--- src/pteu_pkg.sv ---
package pteu_pkg;
	localparam int Capacity = 64;
	localparam int IdxW = 6;
	localparam int CntW = 7;

	typedef struct packed {
		logic        action;
		logic signed [31:0] pos_x;
		logic signed [31:0] pos_y;
		logic signed [31:0] pos_z;
		logic signed [31:0] vel_x;
		logic signed [31:0] vel_y;
		logic signed [31:0] vel_z;
		logic signed [31:0] life_span;
		logic signed [31:0] size_factor;
		logic signed [31:0] time_step;
	} in_word_t;

	typedef struct packed {
		logic signed [31:0] inst_scale;
		logic signed [31:0] inst_x;
		logic signed [31:0] inst_y;
		logic signed [31:0] inst_z;
		logic        last_one;
	} out_word_t;

	localparam logic [1:0] RegGx = 2'd0;
	localparam logic [1:0] RegGy = 2'd1;
	localparam logic [1:0] RegGz = 2'd2;
	localparam logic signed [31:0] GyReset = -32'sd642253;

	// datapath command from the controller
	typedef struct packed {
		logic          emit_wr;  // write input word at wr_idx
		logic          ld_dt;    // capture dt of an accepted tick
		logic          rd_en;    // read entry rd_idx
		logic [IdxW-1:0] rd_idx;
		logic [1:0]    axis;     // axis processed this phase
		logic          ld_life;  // registered read data valid: compute life
		logic          do_v;     // compute v for axis
		logic          do_p;     // compute p for axis
		logic          wr_upd;   // write back survivor at wr_idx
		logic [IdxW-1:0] wr_idx;
		logic          out_ld;   // load output word from write data
	} cmd_t;

	typedef struct packed {
		logic alive;  // life after dt is positive
	} stat_t;

	function automatic logic signed [31:0] sat32(input logic signed [63:0] v);
		if (v > 64'sd2147483647) return 32'sh7fffffff;
		if (v < -64'sd2147483648) return 32'sh80000000;
		return v[31:0];
	endfunction

	function automatic logic signed [31:0] qadd(input logic signed [31:0] a,
			input logic signed [31:0] b);
		logic signed [32:0] s;
		s = {a[31], a} + {b[31], b};
		if (s[32] != s[31]) return s[32] ? 32'sh80000000 : 32'sh7fffffff;
		return s[31:0];
	endfunction

	// floor(p / 2^16) is an arithmetic shift
	function automatic logic signed [31:0] qscale(input logic signed [63:0] p);
		logic signed [63:0] q;
		q = p >>> 16;
		return sat32(q);
	endfunction
endpackage

--- src/pteu_ctrl.sv ---
module pteu_ctrl import pteu_pkg::*; (
	input  logic clk,
	input  logic arst_n,
	input  logic in_valid,
	output logic in_ready,
	input  logic in_action,
	input  logic stage_ready,
	input  logic stage_full,
	output logic idle,
	input  stat_t stat,
	output cmd_t cmd
);
	typedef enum logic [2:0] {IDLE, RD, LIFE, AX, OUT, WAIT} state_t;
	state_t state_q;
	logic [CntW-1:0] count_q, rd_q, alive_q;
	logic [1:0] axis_q;
	logic       ph_q;

	assign idle     = (state_q == IDLE);
	assign in_ready = idle && !stage_full;

	always_comb begin
		cmd = '0;
		cmd.rd_idx = rd_q[IdxW-1:0];
		cmd.wr_idx = in_action ? alive_q[IdxW-1:0] : count_q[IdxW-1:0];
		cmd.axis = axis_q;
		cmd.emit_wr = idle && in_valid && in_ready && !in_action
			&& (count_q < CntW'(Capacity));
		cmd.ld_dt = idle && in_valid && in_ready && in_action;
		cmd.rd_en = (state_q == RD);
		cmd.ld_life = (state_q == LIFE);
		cmd.do_v = (state_q == AX) && !ph_q;
		cmd.do_p = (state_q == AX) && ph_q;
		cmd.wr_upd = (state_q == OUT);
		cmd.out_ld = (state_q == OUT) && stage_ready;
		if (state_q != IDLE) cmd.wr_idx = alive_q[IdxW-1:0];
	end

	always_ff @(posedge clk or negedge arst_n) begin
		if (!arst_n) begin
			state_q <= IDLE;
			count_q <= '0;
			rd_q <= '0;
			alive_q <= '0;
			axis_q <= '0;
			ph_q <= 1'b0;
		end else begin
			case (state_q)
				IDLE: begin
					if (in_valid && in_ready) begin
						if (!in_action) begin
							if (count_q < CntW'(Capacity)) count_q <= count_q + 1'b1;
						end else begin
							rd_q <= '0;
							alive_q <= '0;
							state_q <= (count_q == '0) ? IDLE : RD;
						end
					end
				end
				RD: state_q <= LIFE;
				LIFE: begin
					axis_q <= '0;
					ph_q <= 1'b0;
					state_q <= AX;
				end
				AX: begin
					if (!stat.alive) begin
						state_q <= WAIT;
					end else if (ph_q) begin
						ph_q <= 1'b0;
						if (axis_q == RegGz) state_q <= OUT;
						else axis_q <= axis_q + 1'b1;
					end else begin
						ph_q <= 1'b1;
					end
				end
				OUT: begin
					// hold until the staging register can take the word
					if (stage_ready) begin
						alive_q <= alive_q + 1'b1;
						state_q <= WAIT;
					end
				end
				WAIT: begin
					rd_q <= rd_q + 1'b1;
					state_q <= (rd_q + 1'b1 == count_q) ? IDLE : RD;
					if (rd_q + 1'b1 == count_q) count_q <= alive_q;
				end
				default: state_q <= IDLE;
			endcase
		end
	end
endmodule

--- config.mk ---
export PLATFORM = sky130hd
export DESIGN_NAME = pteu_ctrl
export DESIGN_NICKNAME = d
export VERILOG_FILES = /design/src/pteu_pkg.sv /design/src/pteu_ctrl.sv
export SDC_FILE = /design/constraint.sdc
export NUM_CORES = 1
export LEC_CHECK = 0
export BUFFER_PORTS_ARGS = -buffer_cell sky130_fd_sc_hd__buf_4
export CORE_MARGIN = 4
export CORE_UTILIZATION = 51
export DETAILED_ROUTE_END_ITERATION = 8
export PLACE_DENSITY_LB_ADDON = 0.15
export SYNTH_ARGS = -nofsm -noshare
export SYNTH_HDL_FRONTEND = slang
export SYNTH_SLANG_ARGS = --single-unit
--- constraint.sdc ---
create_clock -name clk -period 2.7 [get_ports clk]
set_clock_uncertainty 0.2 [all_clocks]
set_input_delay 0.54 -clock clk [delete_from_list [all_inputs] [get_ports clk]]
set_output_delay 0.54 -clock clk [all_outputs]
set_load 0.05 [all_outputs]
==> impl_metrics.xml <==
<?xml version="1.0" encoding="UTF-8"?>
<metrics>
  <group name="status">
    <metric name="status" unit="">complete, no violations</metric>
  </group>
  <group name="routing">
    <metric name="met2_length" unit="um">2173</metric>
    <metric name="drt-met1-wl" unit="um">2342</metric>
    <metric name="first_iter_violations" unit="">124</metric>
    <metric name="highest_layer" unit="">met4</metric>
    <metric name="drt_drc_violations_left" unit="">0</metric>
    <metric name="vias" unit="">1908</metric>
    <metric name="drt-vias-per-instance" unit="">6.096</metric>
    <metric name="postRouteAntennaNets" unit="">0</metric>
    <metric name="post_drt_wl_per_cell" unit="um">15.94</metric>
    <metric name="total_routed_wirelength" unit="um">4990</metric>
    <metric name="dr_wl_met3" unit="um">360</metric>
    <metric name="detail_route.first_pass.iterations" unit="">4</metric>
  </group>
  <group name="timing">
    <metric name="fin_worst_hold_slack" unit="ns">0.3106</metric>
    <metric name="fin_tns_setup" unit="ns">0</metric>
    <metric name="worst_slew_pin_slew" unit="ns">0.5608</metric>
    <metric name="fmax" unit="GHz">0.3851</metric>
    <metric name="hold_viol_final" unit="">0</metric>
    <metric name="layout_min_cycle_time" unit="ns">2.597</metric>
    <metric name="final_slew_viol_count" unit="">0</metric>
    <metric name="timing.final.crit_share" unit="%">96.18</metric>
    <metric name="final.setup.worst_slack" unit="ns">0.1031</metric>
    <metric name="rsz0062_at_grt" unit="">no</metric>
    <metric name="timing.final.setup_violations" unit="">0</metric>
    <metric name="maxSlewHeadroom" unit="%">62.50</metric>
  </group>
  <group name="floorplan">
    <metric name="num_io_pins" unit="">31</metric>
    <metric name="die_y" unit="um">70.73</metric>
    <metric name="rows" unit="">22</metric>
    <metric name="die_area" unit="um2">5003</metric>
    <metric name="placeableCoreArea" unit="um2">3744</metric>
    <metric name="start_util" unit="%">53.61</metric>
    <metric name="die_w" unit="um">70.73</metric>
  </group>
  <group name="synth">
    <metric name="asyncSetResetFlopFracSynth" unit="%">100.0</metric>
    <metric name="synth_enable_flop_cells" unit="">0</metric>
    <metric name="netlist.top_cell.by_area" unit="">dfrtp_1</metric>
    <metric name="dominantRegCellSynth" unit="">dfrtp_1</metric>
    <metric name="count_of_distinct_cell_types_in_the_synthesized_netlist" unit="">57</metric>
    <metric name="postSynthCellCount" unit="">242</metric>
    <metric name="mappedNetlistArea" unit="um2">2007</metric>
    <metric name="mappedNetlistNets" unit="">254</metric>
    <metric name="syn-mean-instance-area" unit="um2">8.293</metric>
    <metric name="largest_cells_by_area_after_synthesis" unit="">dfrtp_1 (34%), nand2_1 (6.0%), o21ai_0 (5.5%)</metric>
    <metric name="netlist.area_leader.share" unit="%">33.67</metric>
    <metric name="yosysWarningCount" unit="">0</metric>
    <metric name="seq_area_frac_synth" unit="%">33.67</metric>
    <metric name="ys_seq_elements" unit="">27</metric>
  </group>
  <group name="cells_and_area">
    <metric name="drive_gt1_share" unit="%">22.26</metric>
    <metric name="final-seq-area" unit="um2">678.2</metric>
    <metric name="layout-area-overhead-vs-synth" unit="%">15.59</metric>
    <metric name="antenna_cells_inserted" unit="">0</metric>
    <metric name="final_net_count" unit="">278</metric>
    <metric name="final_cells" unit="">313</metric>
    <metric name="multiInputGateArea" unit="um2">1196</metric>
    <metric name="fill_cells" unit="">362</metric>
  </group>
  <group name="critical_path">
    <metric name="timing.critical_path.max_delay_family" unit="">simple AND/OR/NAND/NOR gates</metric>
    <metric name="cp.required" unit="ns">1.96</metric>
    <metric name="worst-path-max-fanout" unit="">10</metric>
    <metric name="worstPathCellList" unit="">or4_4 &gt; o21ai_1 &gt; buf_4</metric>
    <metric name="worstPathArrival" unit="ns">1.86</metric>
    <metric name="critical_path.max_stage_delay" unit="ns">0.61</metric>
    <metric name="critical_path_class" unit="">register to output pin</metric>
    <metric name="endpoint_kind" unit="">output pin</metric>
    <metric name="cp.buffers_inverters" unit="">1</metric>
    <metric name="crit_path_slowest_cell" unit="">or4_4</metric>
    <metric name="crit_path_start_kind" unit="">register</metric>
  </group>
  <group name="global_route">
    <metric name="grt_pass1_vias" unit="">1708</metric>
    <metric name="grt_first_pass_wirelength" unit="um">8148</metric>
    <metric name="grt_start_max_net_pins" unit="">28</metric>
    <metric name="antenna_violations_before_repair" unit="">0</metric>
    <metric name="grt_remaining_overflow" unit="">0</metric>
    <metric name="gr-usage-all-layers" unit="%">20.12</metric>
  </group>
  <group name="clocking">
    <metric name="clkTransAtPathRegs" unit="ns">0.11</metric>
    <metric name="clock_tree.htree_level_count" unit="">1</metric>
    <metric name="clock_path_buffers" unit="">2</metric>
    <metric name="number_of_sinks_handled_by_clock_tree_synthesis" unit="">27</metric>
    <metric name="tritoncts" unit="">done</metric>
    <metric name="cts-buffers-inserted" unit="">3</metric>
    <metric name="worst_skew_pair.late_latency" unit="ns">0.29</metric>
    <metric name="clock_tree.root_cell" unit="">clkbuf_8</metric>
  </group>
  <group name="power_and_ir_drop">
    <metric name="switching_share" unit="%">52.72</metric>
    <metric name="ir_worst_vdd" unit="uV">805.5</metric>
    <metric name="p_clk_share" unit="%">9.7</metric>
    <metric name="power.sequential.fraction" unit="%">30.2</metric>
    <metric name="power.internal" unit="uW">1237</metric>
    <metric name="part_of_the_power_in_combinational_logic" unit="%">60.1</metric>
    <metric name="total_leakage_power" unit="uW">0.001007</metric>
    <metric name="p_per_area" unit="nW/um2">1128</metric>
    <metric name="p_switching" unit="uW">1379</metric>
  </group>
  <group name="placed_design">
    <metric name="buffer_ports.inserted" unit="">30</metric>
    <metric name="place_inst" unit="">308</metric>
    <metric name="gpl.final_weighted_congestion" unit="">0.8937</metric>
    <metric name="hpwlAfterDp" unit="um">3579</metric>
    <metric name="detailedPlace.worstSlack" unit="ns">0.1900</metric>
  </group>
  <group name="hold_path">
    <metric name="holdCritPathClass" unit="">register to register</metric>
  </group>
  <group name="job">
    <metric name="max_cap_violations" unit="">0</metric>
  </group>
</metrics>
==> power groups by stage <==
stage	Clock [uW]	Sequential, uW	Combinational [uW]
finish	255	789	1570
global route	274	822	1700
global placement	0	783	1540
detailed placement	0	784	1550
CTS	259	778	1560
floorplan	0	723	1230
==> what timing repair did <==
item / 4_1_cts / 5_1_grt
setup endpoints to repair: 0 / 5
endpoints found under the hold margin: 27 / 0
hold buffers: 1 / 0
setup buffers: 0 / 0
resized for setup: 0 / 5
==> stage by stage <==
step | util [%] | total power, uW | cell area [um2]
5_1_grt | 61.97 | 2793 | 2320
2_1_floorplan | - | 1949 | 2018
3_3_place_gp | 60.13 | 2325 | 2251
6_report | 61.97 | 2616 | 2320
4_1_cts | 61.70 | 2598 | 2310
3_5_place_dp | 60.13 | 2339 | 2251
==> state kept, by name, summed over array words and instances (netlist names) <==
name     flops
alive_q      7
count_q      7
rd_q         7
state_q      3
axis_q       2
ph_q         1
==> layout make-up <==
type / instances / area share [%]
clock inverters: 1 / 0.3236
clock buffers: 3 / 1.780
flip-flops and latches: 27 / 29.23
repair buffers: 41 / 13.38
inverters: 7 / 1.133
well taps: 48 / 2.589
multi-input cells: 186 / 51.56
==> cell families (layout without fill, tap and decap cells) <==
kind of cell    Yosys count  after routing  share of synthesized area (%)
fa+ha+maj                 5              5                          3.117
simple gates            101            101                          25.87
compound gates           69             69                          23.32
buf+inv                  29             52                          7.668
flops                    27             27                          33.67
mux                       1              1                         0.5611
xor+xnor                 10             10                          5.798
==> final timing paths <==
check,slack (ns),startpoint,endpoint,depth (start not counted)
worst min-delay path,0.31,rd_q[6],rd_q[6],1
worst max-delay path,0.10,state_q[0],cmd[1],3
min in group asynchronous,0.49,arst_n,rd_q[4],2
max in group asynchronous,1.51,arst_n,state_q[2],2
worst max register to register,0.16,rd_q[1],state_q[0],6
worst min register to register,0.31,rd_q[6],rd_q[6],1
==> cells in the mapped netlist (3+ instances only) <==
cell	number
a211o_1	3
a21oi_1	10
a22o_1	3
and3_1	5
buf_2	3
buf_4	7
clkbuf_1	10
dfrtp_1	27
ha_1	5
inv_1	7
nand2_1	32
nand2b_1	4
nand3_1	5
nand4_1	3
nor2_1	19
nor2b_1	3
nor3_1	4
nor4_1	6
o211ai_1	6
o21ai_0	22
or3_1	5
xnor2_1	5
xor2_1	3
==> layer usage <==
| layer | vias up | global-route usage, % |
|---|---|---|
| met2 | 74 | 31.51 |
| met3 | 12 | 3.835 |
| met5 | - | 0 |
| li1 | 925 | - |
| met4 | 0 | 5.428 |
| met1 | 897 | 28.52 |
==> placed cells by master, fill, tap and decap left out, drive strengths merged, types with 4 or more instances in the layout <==
cell | netlist | final
nand2 | 33 | 33
ha | 5 | 5
and3 | 5 | 5
nor4 | 6 | 6
nand3 | 5 | 5
dfrtp | 27 | 27
o211ai | 6 | 6
nor2 | 19 | 19
xnor2 | 5 | 5
a21oi | 11 | 11
nand2b | 4 | 4
o21ai | 22 | 22
or3 | 5 | 5
buf | 12 | 40
nor3 | 4 | 4
inv | 7 | 7
Power figures use the tool's default switching activity.
